--- src/hdl/rgst_pkg.sv ---
`timescale 1ns / 1ps
// Shared package for the range gcd segment tree.
// Holds request codes, value width and default sizes; no dependencies.
package rgst_pkg;

  localparam int VAL_W          = 31;
  localparam int POS_W          = 10;
  localparam int CFG_W          = 11;
  localparam int DEF_MAX_ELEMS  = 1024;

  localparam logic [1:0] REQ_LOAD  = 2'd0;
  localparam logic [1:0] REQ_BUILD = 2'd1;
  localparam logic [1:0] REQ_QUERY = 2'd2;

endpackage

--- src/hdl/rgst_gcd.sv ---
`timescale 1ns / 1ps
// Iterative binary gcd unit: one shift or subtract step per cycle.
// Depends on rgst_pkg for the value width.
module rgst_gcd
  import rgst_pkg::*;
(
  input  logic             clk,
  input  logic             rst,
  input  logic             start,
  input  logic [VAL_W-1:0] a_in,
  input  logic [VAL_W-1:0] b_in,
  output logic             done,
  output logic [VAL_W-1:0] result
);

  localparam int K_W = $clog2(VAL_W);

  logic [VAL_W-1:0] a;
  logic [VAL_W-1:0] b;
  logic [K_W-1:0]   k;
  logic             busy;

  // step the operands until one of them reaches zero
  always_ff @(posedge clk) begin
    if (rst) begin
      busy <= 1'b0;
      done <= 1'b0;
    end else begin
      done <= 1'b0;
      if (start) begin
        a    <= a_in;
        b    <= b_in;
        k    <= '0;
        busy <= 1'b1;
      end else if (busy) begin
        if (a == '0) begin
          result <= b << k;
          busy   <= 1'b0;
          done   <= 1'b1;
        end else if (b == '0) begin
          result <= a << k;
          busy   <= 1'b0;
          done   <= 1'b1;
        end else if (!a[0] && !b[0]) begin
          a <= a >> 1;
          b <= b >> 1;
          k <= k + 1'b1;
        end else if (!a[0]) begin
          a <= a >> 1;
        end else if (!b[0]) begin
          b <= b >> 1;
        end else if (a >= b) begin
          a <= a - b;
        end else begin
          b <= b - a;
        end
      end
    end
  end

endmodule

--- config.mk ---
export PLATFORM = sky130hd
export DESIGN_NAME = rgst_gcd
export DESIGN_NICKNAME = d
export VERILOG_FILES = /design/src/hdl/rgst_pkg.sv /design/src/hdl/rgst_gcd.sv
export SDC_FILE = /design/constraint.sdc
export NUM_CORES = 1
export LEC_CHECK = 0
export BUFFER_PORTS_ARGS = -buffer_cell sky130_fd_sc_hd__buf_2
export CELL_PAD_IN_SITES_DETAIL_PLACEMENT = 0
export CELL_PAD_IN_SITES_GLOBAL_PLACEMENT = 1
export CORE_AREA = 8 8 167 169
export CTS_CLUSTER_DIAMETER = 200
export DETAILED_ROUTE_END_ITERATION = 12
export DIE_AREA = 0 0 175 177
export MAX_ROUTING_LAYER = met4
export PLACE_DENSITY_LB_ADDON = 0.1
export SLEW_MARGIN = 10
export SYNTH_ARGS = -nofsm -noshare
export SYNTH_HDL_FRONTEND = slang
export SYNTH_SLANG_ARGS = --single-unit
export TNS_END_PERCENT = 20
--- constraint.sdc ---
create_clock -name clk -period 5.91 [get_ports clk]
set_clock_uncertainty 0.05 [all_clocks]
set_input_delay 0.591 -clock clk [delete_from_list [all_inputs] [get_ports clk]]
set_output_delay 0.591 -clock clk [all_outputs]
set_load 0.01 [all_outputs]
==> results of run 1 <==
[cells in the final DEF (no fill, tap or decap), types with 8 or more instances in the layout]
| cell | n |
|---|---|
| a21o_1 | 17 |
| a21oi_1 | 124 |
| a221oi_1 | 19 |
| a22oi_1 | 8 |
| a2bb2oi_1 | 13 |
| a31oi_1 | 17 |
| and3_1 | 9 |
| buf_2 | 95 |
| buf_4 | 17 |
| clkbuf_16 | 9 |
| edfxtp_1 | 98 |
| ha_1 | 64 |
| inv_1 | 92 |
| mux2_2 | 12 |
| mux2i_1 | 45 |
| mux4_2 | 11 |
| nand2_1 | 82 |
| nand3_1 | 31 |
| nand4_1 | 13 |
| nor2_1 | 89 |
| nor2b_1 | 11 |
| nor3_1 | 26 |
| nor4_1 | 14 |
| o21a_1 | 11 |
| o21ai_0 | 63 |
| o21bai_1 | 8 |
| o22ai_1 | 11 |
| o31ai_1 | 29 |
| xnor2_1 | 33 |
| xor2_1 | 20 |
[metal layers]
metal  global-route usage, %  share of wire, %  vias to the layer above
met5                       -                 0                        -
met2                    39.5                46                      412
met4                    9.08               3.6                        0
li1                        -                 -                     4453
met3                    4.48               7.0                       84
met1                    32.9                44                     4583
[worst max-delay path by stage]
stage,slack (ns),depth (start not counted),start,end
final,1.68,10,a[1]$_DFFE_PP_,b[28]$_DFFE_PP_
after global routing,1.42,10,a[1]$_DFFE_PP_,b[17]$_DFFE_PP_
after CTS,1.72,10,a[1]$_DFFE_PP_,b[18]$_DFFE_PP_
after detailed placement,1.73,10,a[1]$_DFFE_PP_,b[25]$_DFFE_PP_
after global placement,1.76,10,a[1]$_DFFE_PP_,b[25]$_DFFE_PP_
after floorplan,0.55,7,a[27]$_DFFE_PP_,result[0]$_SDFFCE_PP0P_
[power by group through the flow]
| stage | clock [W] | sequential, W | combinational, W |
|---|---|---|---|
| finish | 0.000628 | 0.000891 | 0.00101 |
| CTS | 0.000630 | 0.000889 | 0.000988 |
| global placement | 0 | 0.000905 | 0.000996 |
| detailed placement | 0 | 0.000905 | 0.000983 |
| floorplan | 0 | 0.000878 | 0.000692 |
| global route | 0.000658 | 0.000894 | 0.00109 |
[per-stage QoR]
stage	total power (W)	area [µm²]	setup slack, ns	utilization, %
2_1_floorplan	0.00157	9980	0.546	-
3_3_place_gp	0.00190	10700	1.76	41.9
3_5_place_dp	0.00189	10700	1.73	41.9
4_1_cts	0.00251	11000	1.72	43.1
5_1_grt	0.00264	11000	1.42	43.1
6_report	0.00252	11000	1.68	43.1
[cell type report]
class,count,area share (%)
clock buffer,9,2.05
clock inverter,7,0.616
inverter,96,3.29
multi-input combinational,898,57.5
sequential,100,27.2
tap,335,3.82
timing repair buffer,112,5.50
[registers in the layout, summed over array words and instances, names as in the netlist]
name / count
b: 31
result: 31
a: 31
done: 1
k: 5
busy: 1
[logic make-up (layout without fill, tap and decap cells)]
family	after synthesis	in the layout	share of synthesized area, %
compound gates	393	393	25.9
xor+xnor	53	53	4.65
buf+inv	176	224	7.06
simple gates	317	317	15.5
flops	100	100	29.9
mux	69	69	8.50
fa+ha+maj	66	66	8.43
[synth_stat cells (17+ instances only)]
| library cell | count | area share, % |
|---|---|---|
| o31ai_1 | 29 | 2.2 |
| a221oi_1 | 19 | 1.7 |
| nor2_1 | 90 | 3.4 |
| edfxtp_1 | 98 | 29 |
| xor2_1 | 20 | 1.8 |
| nand3_1 | 31 | 1.6 |
| nand2_1 | 82 | 3.1 |
| inv_1 | 92 | 3.5 |
| a21oi_1 | 124 | 6.2 |
| a21o_1 | 17 | 1.3 |
| mux2i_1 | 45 | 4.5 |
| xnor2_1 | 33 | 2.9 |
| o21ai_0 | 63 | 3.2 |
| clkbuf_1 | 59 | 2.2 |
| nor3_1 | 26 | 1.3 |
| a31oi_1 | 18 | 1.1 |
| ha_1 | 64 | 8.0 |
[worst register-to-register path, stage by stage, from the launching register on]
cell and delay (ns):
edfxtp_1 0.50, inv_1 0.17, ha_1 0.35, nor2b_1 0.15, o21ai_0 0.30, a31oi_1 0.23
o211ai_1 0.44, a21o_1 0.23, and3_1 0.50, o31a_1 0.54, buf_4 0.42
==> run summary, run 1 <==
Cell Area, Synth: 9980 µm²
CP Class: reg -> reg
DP Cell Count: 1541
net total in the final layout: 1348
sequential area share after synthesis: 29.9%
switch share: 40.9%
Hold Path Class: in -> reg
leakage power: 4.44 nW
Critical Path Fanout Max: 21
filler cell count: 2597
# Max-Cap Violations: 0
Clk pwr share: 24.9%
IO Count: 97
reg2reg end: b[28]$_DFFE_PP_
slowest stage delay, CP: 0.54 ns
period utilization: 71.5%
setup_tns: 0 ns
fraction of layout cells with a size suffix above 1: 14.7%
vias per cell: 6.12
P_int: 0.00149 W
number of buffers created by CTS: 9
post-synth cell types: 77
Total GRT Usage: 25.4%
Initial DRT Pass Iterations: 5
Area Growth Syn to Fin: 9.90%
syn avg cell area: 8.50 µm²
FF-to-FF setup slack: 1.68 ns
final hold viol count: 0
wire length per cell: 25.1 µm
Synth Instances: 1174
die area: 31000 µm²
Overflow after GRT: 0
CP arrival: 4.21 ns
pin count of the biggest net entering global routing: 79
worst-margin pin slew: 1.01 ns
CTS tree: built
hold wc startpoint: rst
vias: 9532
post-route minimum period: 4.23 ns
Worst slew margin: 32.1%
area occupied by multi-input gates: 6310 µm²
core region area: 25500 µm²
Detail Route Antenna Nets: 0
Root Driver: clkbuf_16
register share of total power: 35.3%
unrepaired setup endpoints after global routing: false
status: finished, final reports clean
first-pass GRT wire length: 58700 µm
Routability Congestion: 0.972
Total Wirelength: 39100 µm
reg2reg path depth: 10
yosys synthesis warning count: 0
Hold Path End: busy$_SDFF_PP0_
PwrDens: 230 nW/µm²
ant diodes: 0
CTS Hold Bufs: 0
worst hold margin: 0.391 ns
Core Rows: 59
hpwl dp: 30900 µm
hold path depth: 2
Port Buf Inserts: 96
Post-CTS Resized: 0
Slowest-stage cell, CP: o31a_1
Non-Filler Instances: 1557
post-synth net total: 1305
clock insertion delay at the later pin of the skew report: 0.36 ns
worst vdd ir: 108 µV
Worst Path Required: 5.89 ns
post-synthesis register bit count: 100
maximum clock frequency: 237 MHz
Die Y: 177 µm
net switching power: 0.00103 W
post-CTS setup buffers: 0
initial antenna violation count: 0
crit path launch type: register
Max Root-Sink Buffers: 2
Critical R2R Launch: a[1]$_DFFE_PP_
EDFF count, synth: 98
CTS sink cnt: 100
chip width: 175 µm
vias in the first global route: 9324
First DRT Iteration DRCs: 1090
asr flop ratio synth: 0%
FF+latch area: 2980 µm²
Reg clk slew, reported paths: 0.09 ns
DRC: 0
fin. max-slew vios: 0
Max H-tree Level: 3
CP delay by family, top: compound AO/OA/AOI/OAI gates
Comb power frac: 39.8%
buffers and inverters on the worst path: 2
Post-synth top flop: edfxtp_1
starting density of the core: 39.2%
Finish-stage setup viols: 0
critical path cell sequence: inv_1, ha_1, nor2b_1, o21ai_0, a31oi_1, o211ai_1, a21o_1, and3_1, o31a_1, buf_4
crit end category: register
No activity file was read; power rests on OpenSTA's default activity.
==> run 2, diff against run 1 <==
--- a/config.mk
+++ b/config.mk
@@ -5,13 +5,14 @@
 export SDC_FILE = /design/constraint.sdc
 export NUM_CORES = 1
 export LEC_CHECK = 0
+export ABC_AREA = 1
 export BUFFER_PORTS_ARGS = -buffer_cell sky130_fd_sc_hd__buf_2
 export CELL_PAD_IN_SITES_DETAIL_PLACEMENT = 0
 export CELL_PAD_IN_SITES_GLOBAL_PLACEMENT = 1
-export CORE_AREA = 8 8 167 169
+export CORE_AREA = 8 8 170 172
 export CTS_CLUSTER_DIAMETER = 200
 export DETAILED_ROUTE_END_ITERATION = 12
-export DIE_AREA = 0 0 175 177
+export DIE_AREA = 0 0 178 180
 export MAX_ROUTING_LAYER = met4
 export PLACE_DENSITY_LB_ADDON = 0.1
 export SLEW_MARGIN = 10
==> constraint.sdc (replaced) <==
create_clock -name clk -period 4.4 [get_ports clk]
set_clock_uncertainty 0.05 [all_clocks]
set_input_delay 0.44 -clock clk [delete_from_list [all_inputs] [get_ports clk]]
set_output_delay 0.44 -clock clk [all_outputs]
set_load 0.01 [all_outputs]
==> run summary, run 2 <==
IO Count: 97 (unchanged)
Max Root-Sink Buffers: 2 (unchanged)
Hold Path Class: in -> reg
Routability Congestion: 0.981 (+0.97%)
Clk pwr share: 24.8% (about the same)
most common cell after layout, fill and taps aside: nand2_1
reg2reg end: a[18]$_DFFE_PP_
vias per cell: 5.72 (-6.5%)
fin. max-slew vios: 0 (unchanged)
Initial DRT Pass Iterations: 6 (+1)
leakage power: 4.92 nW (+11%)
crit end category: register
Area Growth Syn to Fin: 9.63%
syn avg cell area: 6.81 µm² (-20%)
mux cell area share after synthesis: 0% (-8.5 points)
unrepaired setup endpoints after global routing: false
# Max-Cap Violations: 0 (unchanged)
yosys synthesis warning count: 0 (unchanged)
post-synthesis register bit count: 100 (unchanged)
fraction of layout cells with a size suffix above 1: 13.2% (-1.6 points)
CP delay by family, top: simple AND/OR/NAND/NOR gates
largest registers: a: 31 flops, b: 31 flops, result: 31 flops
post-route minimum period: 3.53 ns (-0.699 ns)
net total in the final layout: 1689 (+25%)
Total GRT Usage: 28.3% (+2.9 points)
Overflow after GRT: 0 (unchanged)
Worst Slack Setup Final: 0.872 ns (-0.811 ns)
FF-to-FF setup slack: 0.87 ns (-0.81 ns)
status: finished, final reports clean
main combinational cell family by area after synthesis: simple AND/OR/NAND/NOR gates
Place WS: 0.877 ns (-0.854 ns)
asr flop ratio synth: 0% (unchanged)
Critical R2R Launch: a[5]$_DFFE_PP_
hold path depth: 2 (unchanged)
Max H-tree Level: 3 (unchanged)
area occupied by multi-input gates: 6460 µm² (+2.5%)
Worst slew margin: 32.2% (+0.094 points)
Post-synth top flop: edfxtp_1
setup_tns: 0 ns (unchanged)
sequential area share after synthesis: 29.0% (-0.84 points)
Comb power frac: 40.4% (+0.6 points)
post-synth cell types: 47 (-39%)
Synth Instances: 1508 (+28%)
CTS Hold Bufs: 0 (unchanged)
Pwr Total: 0.00345 W (+37%)
DRC: 0 (unchanged)
ant diodes: 0 (unchanged)
adder-cell share of the synthesized area: 8.19% (-0.24 points)
final instance area: 11300 µm² (+2.6%)
hpwl dp: 35800 µm (+16%)
Detail Route Antenna Nets: 0 (unchanged)
pin count of the biggest net entering global routing: 64 (-19%)
Port Buf Inserts: 96 (unchanged)
Hold Path End: done$_SDFF_PP0_
worst vdd ir: 168 µV (+55%)
post-synth net total: 1639 (+26%)
P_int: 0.00193 W (+29%)
Slowest-stage cell, CP: ha_1
maximum clock frequency: 283 MHz (+20%)
Root Driver: clkbuf_16
worst-margin pin slew: 1.01 ns (+0.00300 ns)
cell mode on critical path: inv_1
critical path cell sequence: inv_1, ha_1, nand2_1, nor2_2, inv_1, nor4_2, nand4_2, nand3_2, o21ai_0, a21oi_4, buf_4
post-synth top area share: 28.7% (-0.83 points)
First DRT Iteration DRCs: 968 (-11%)
Reg clk slew, reported paths: 0.09 ns (about the same)
starting density of the core: 39.0% (-0.21 points)
initial antenna violation count: 0 (unchanged)
vias: 10894 (+14%)
FF+latch area: 2980 µm² (unchanged)
first-pass GRT wire length: 66800 µm (+14%)
CP Class: reg -> reg
top-count cell post-synth: nand2_1
filler cell count: 2894 (+11%)
number of buffers created by CTS: 9 (unchanged)
commonest cells after routing, fill and taps aside: 330 x nand2_1, 234 x nand3_1, 184 x a21oi_1, 158 x nor2_1, 117 x inv_1
Core Rows: 60 (+1.7%)
Post-CTS Resized: 0 (unchanged)
vias in the first global route: 10552 (+13%)
chip width: 178 µm (+1.7%)
clock insertion delay at the later pin of the skew report: 0.37 ns (about the same)
core region area: 26400 µm² (+3.5%)
crit path launch type: register
hold wc startpoint: rst
Synth Area in Simple Gates: 35.5% (+20 points)
Worst Path Required: 4.38 ns (-1.51 ns)
die area: 32000 µm² (+3.4%)
CP arrival: 3.51 ns (-0.70 ns)
PwrDens: 307 nW/µm² (+33%)
register share of total power: 34.9% (-0.4 points)
Critical Path Fanout Max: 23 (+9.5%)
CTS tree: built
final hold viol count: 0 (unchanged)
reg2reg path depth: 11 (+1)
slowest stage delay, CP: 0.49 ns (-0.05 ns)
Finish-stage setup viols: 0 (unchanged)
Synth area leaders: edfxtp_1 29%, nand2_1 12%, nand3_1 11%
Synth Area in Compound Gates: 15.7% (-10 points)
period utilization: 80.2% (+8.6 points)
Total Wirelength: 44700 µm (+14%)
Die Y: 180 µm (+1.7%)
XOR/XNOR share of the synthesized area: 3.24% (-1.4 points)
post-layout util: 42.7% (-0.34 points)
CTS sink cnt: 100 (unchanged)
cell type with the largest total area after synthesis: edfxtp_1
Placed Instance Area: 11000 µm² (+2.8%)
post-CTS setup buffers: 0 (unchanged)
Post-synth top cells: 330 x nand2_1, 234 x nand3_1, 185 x a21oi_1, 158 x nor2_1, 118 x inv_1
wire length per cell: 23.5 µm (-6.5%)
net switching power: 0.00152 W (+47%)
buffers and inverters on the worst path: 3 (+1)
EDFF count, synth: 98 (unchanged)
switch share: 44.0% (+3.2 points)
Cell Area, Synth: 10300 µm² (+2.9%)
run 2: layout make-up:
cell class	count	area share (%)
tap	341	3.79
sequential	100	26.5
clock buffer	9	2.00
clock inverter	7	0.534
multi-input combinational	1207	57.4
timing repair buffer	115	5.54
inverter	125	4.21
run 2: logic make-up after synthesis:
logic type / count (synthesis)
AOI/OAI and AO/OA: 295
xor gates and xnor gates: 38
adders and majority gates: 66
buffers and inverters: 201
DFF: 100
and+or+nand+nor: 808
run 2: routing by layer:
| layer | vias to the layer above | track usage (%) | share of wire (%) |
|---|---|---|---|
| met3 | 62 | 4.78 | 7.0 |
| met5 | - | - | 0 |
| met2 | 384 | 42.6 | 45 |
| li1 | 5213 | - | - |
| met4 | 0 | 8.37 | 2.8 |
| met1 | 5235 | 38.2 | 46 |
run 2: power by group through the flow:
| stage | Combinational [W] | Clock [W] | Sequential [W] |
|---|---|---|---|
| after CTS | 0.00137 | 0.000854 | 0.00120 |
| after detailed placement | 0.00136 | 0 | 0.00122 |
| after global placement | 0.00138 | 0 | 0.00122 |
| after global routing | 0.00151 | 0.000886 | 0.00121 |
| after floorplan | 0.000929 | 0 | 0.00119 |
| final | 0.00139 | 0.000855 | 0.00120 |
run 2: worst max-delay path by stage:
stage	slack, ns	end	cells past startpoint	start
5_1_grt	0.62	a[18]$_DFFE_PP_	11	a[5]$_DFFE_PP_
4_1_cts	0.86	a[15]$_DFFE_PP_	11	a[5]$_DFFE_PP_
2_1_floorplan	0.01	b[10]$_DFFE_PP_	12	a[2]$_DFFE_PP_
3_5_place_dp	0.88	a[23]$_DFFE_PP_	11	a[5]$_DFFE_PP_
6_report	0.87	a[18]$_DFFE_PP_	11	a[5]$_DFFE_PP_
3_3_place_gp	0.91	a[22]$_DFFE_PP_	13	a[10]$_DFFE_PP_
run 2: metrics by stage:
stage / hold slack (ns) / std cells
3_3_place_gp: 0.464 / 1888
4_1_cts: 0.262 / 1904
6_report: 0.273 / 1904
2_1_floorplan: 0.404 / 1508
5_1_grt: 0.287 / 1904
3_5_place_dp: 0.473 / 1888
==> run 3, diff against run 2 <==
--- a/config.mk
+++ b/config.mk
@@ -5,14 +5,14 @@
 export SDC_FILE = /design/constraint.sdc
 export NUM_CORES = 1
 export LEC_CHECK = 0
-export ABC_AREA = 1
+export ABC_AREA = 0
 export BUFFER_PORTS_ARGS = -buffer_cell sky130_fd_sc_hd__buf_2
 export CELL_PAD_IN_SITES_DETAIL_PLACEMENT = 0
 export CELL_PAD_IN_SITES_GLOBAL_PLACEMENT = 1
-export CORE_AREA = 8 8 170 172
+export CORE_AREA = 8 8 167 169
 export CTS_CLUSTER_DIAMETER = 200
 export DETAILED_ROUTE_END_ITERATION = 12
-export DIE_AREA = 0 0 178 180
+export DIE_AREA = 0 0 175 177
 export MAX_ROUTING_LAYER = met4
 export PLACE_DENSITY_LB_ADDON = 0.1
 export SLEW_MARGIN = 10
==> constraint.sdc (replaced) <==
create_clock -name clk -period 3 [get_ports clk]
set_clock_uncertainty 0.05 [all_clocks]
set_input_delay 0.3 -clock clk [delete_from_list [all_inputs] [get_ports clk]]
set_output_delay 0.3 -clock clk [all_outputs]
set_load 0.01 [all_outputs]
==> run summary, run 3 (synthesis gave the netlist of run 1 again) <==
filler cell count: 2251 (-22%)
Overflow after GRT: 0 (unchanged)
Finish-stage setup viols: 63 (+63)
status: complete, but fails checks
violated checks: negative setup slack
area occupied by multi-input gates: 7750 µm² (+20%)
Initial DRT Pass Iterations: 5 (-1)
clock insertion delay at the later pin of the skew report: 0.36 ns (about the same)
largest registers: a: 31 flops, b: 31 flops, result: 31 flops
# Max-Cap Violations: 0 (unchanged)
Worst Slack Setup Final: -0.152 ns (-1.02 ns)
Routability Congestion: 0.994 (+1.3%)
Root Driver: clkbuf_16
CP arrival: 3.21 ns (-0.30 ns)
die area: 31000 µm² (-3.3%)
CP Class: reg -> reg
number of buffers created by CTS: 9 (unchanged)
unrepaired setup endpoints after global routing: true
crit path launch type: register
CTS tree: built
initial antenna violation count: 0 (unchanged)
Critical Path Fanout Max: 2 (-91%)
FF+latch area: 2980 µm² (unchanged)
Max Root-Sink Buffers: 2 (unchanged)
final hold viol count: 0 (unchanged)
Die Y: 177 µm (-1.7%)
CTS sink cnt: 100 (unchanged)
reg2reg end: a[28]$_DFFE_PP_
ant diodes: 0 (unchanged)
post-route minimum period: 3.15 ns (-0.376 ns)
Port Buf Inserts: 96 (unchanged)
vias: 11357 (+4.3%)
fraction of layout cells with a size suffix above 1: 47.2% (+34 points)
commonest cells after routing, fill and taps aside: 361 x buf_4, 98 x edfxtp_1, 95 x buf_2, 87 x a21oi_1
wire length per cell: 24.0 µm (+2.1%)
worst-margin pin slew: 1.19 ns (+0.177 ns)
Area Growth Syn to Fin: 57.8%
IO Count: 97 (unchanged)
most common cell after layout, fill and taps aside: buf_4
vias per cell: 5.82 (+1.8%)
Critical R2R Launch: a[0]$_DFFE_PP_
Core Rows: 59 (-1.7%)
Worst slew margin: 20.7% (-11 points)
Place WS: -0.556 ns (-1.43 ns)
PwrDens: 399 nW/µm² (+30%)
pin count of the biggest net entering global routing: 42 (-34%)
Total Wirelength: 46700 µm (+4.6%)
leakage power: 6.67 nW (+36%)
starting density of the core: 39.2% (+0.21 points)
core region area: 25500 µm² (-3.3%)
FF-to-FF setup slack: -0.15 ns (-1.02 ns)
worst vdd ir: 259 µV (+55%)
hold path depth: 2 (unchanged)
First DRT Iteration DRCs: 1020 (+5.4%)
vias in the first global route: 11351 (+7.6%)
chip width: 175 µm (-1.7%)
period utilization: 105% (+25 points)
Hold Path End: busy$_SDFF_PP0_
Max H-tree Level: 3 (unchanged)
Total GRT Usage: 30.1% (+1.9 points)
hold wc startpoint: rst
Worst Path Required: 3.06 ns (-1.32 ns)
worst hold margin: 0.157 ns (-0.116 ns)
Reg clk slew, reported paths: 0.08 ns (about the same)
post-layout util: 61.8% (+19 points)
DRC: 0 (unchanged)
net total in the final layout: 1741 (+3.1%)
Detail Route Antenna Nets: 0 (unchanged)
hpwl dp: 36400 µm (+1.5%)
Hold Path Class: in -> reg
first-pass GRT wire length: 70000 µm (+4.8%)
fin. max-slew vios: 0 (unchanged)
crit end category: register
maximum clock frequency: 317 MHz (+12%)
setup_tns: -3.63 ns (-3.63 ns)
reg2reg path depth: 17 (+6)
==> run 3: area by class of cell <==
class,count,area share [%]
multi-input cells,898,49.2
repair buffers,505,25.0
flip-flops and latches,100,18.9
well taps,335,2.66
inverters,96,2.33
clock buffers,9,1.43
clock inverters,7,0.429
==> run 3: critical path: stages, from the launching register on <==
cell and delay (ns):
edfxtp_1 0.43, buf_6 0.16, inv_4 0.06, ha_4 0.13, inv_2 0.04, fa_2 0.36, nand3_4 0.09, a21oi_4 0.08
buf_6 0.13, nor3b_4 0.20, buf_6 0.14, o31ai_4 0.06, buf_12 0.15, a2111oi_4 0.32, buf_4 0.18, xnor2_1 0.06
a22oi_1 0.18, o21ai_1 0.08
==> run 3: what timing repair did <==
action | in CTS | in global routing
hold endpoints to repair | 0 | 0
resized for setup | 211 | 125
cloned | 3 | 2
buffers inserted | 26 | 18
setup endpoints to repair | 139 | 172
hold buffers | 0 | 0
pin swaps | 50 | 58
==> run 3: through the flow <==
step                      power, W  instance area (µm²)  cells
final                      0.00628                15700   1950
after global routing       0.00653                15700   1950
after CTS                  0.00599                15000   1935
after detailed placement   0.00448                13400   1891
after global placement     0.00448                13400   1891
after floorplan            0.00310                10000   1174
==> run 3: power by group <==
part / switching (W) / internal (W)
sequential: 0.0000715 / 0.00164
combinational: 0.00178 / 0.00156
clock: 0.000635 / 0.000589
total: 0.00249 / 0.00379
==> run 3: worst max-delay path by stage <==
| stage | startpoint | to | slack [ns] |
|---|---|---|---|
| global placement | a[13]$_DFFE_PP_ | a[30]$_DFFE_PP_ | -0.64 |
| finish | a[0]$_DFFE_PP_ | a[28]$_DFFE_PP_ | -0.15 |
| floorplan | a[3]$_DFFE_PP_ | a[10]$_DFFE_PP_ | -0.10 |
| detailed placement | a[0]$_DFFE_PP_ | a[30]$_DFFE_PP_ | -0.56 |
| CTS | a[0]$_DFFE_PP_ | a[30]$_DFFE_PP_ | -0.20 |
| global route | b[5]$_DFFE_PP_ | a[30]$_DFFE_PP_ | -0.28 |
==> run 3: layer usage <==
layer	up-vias	share of wire, %	wire (µm)	global-route usage, %
met5	-	0	0	-
met4	0	2.7	1250	9.33
met3	77	5.5	2570	2.99
met2	445	48	22400	48.7
met1	5581	44	20500	39.5
li1	5254	-	-	-
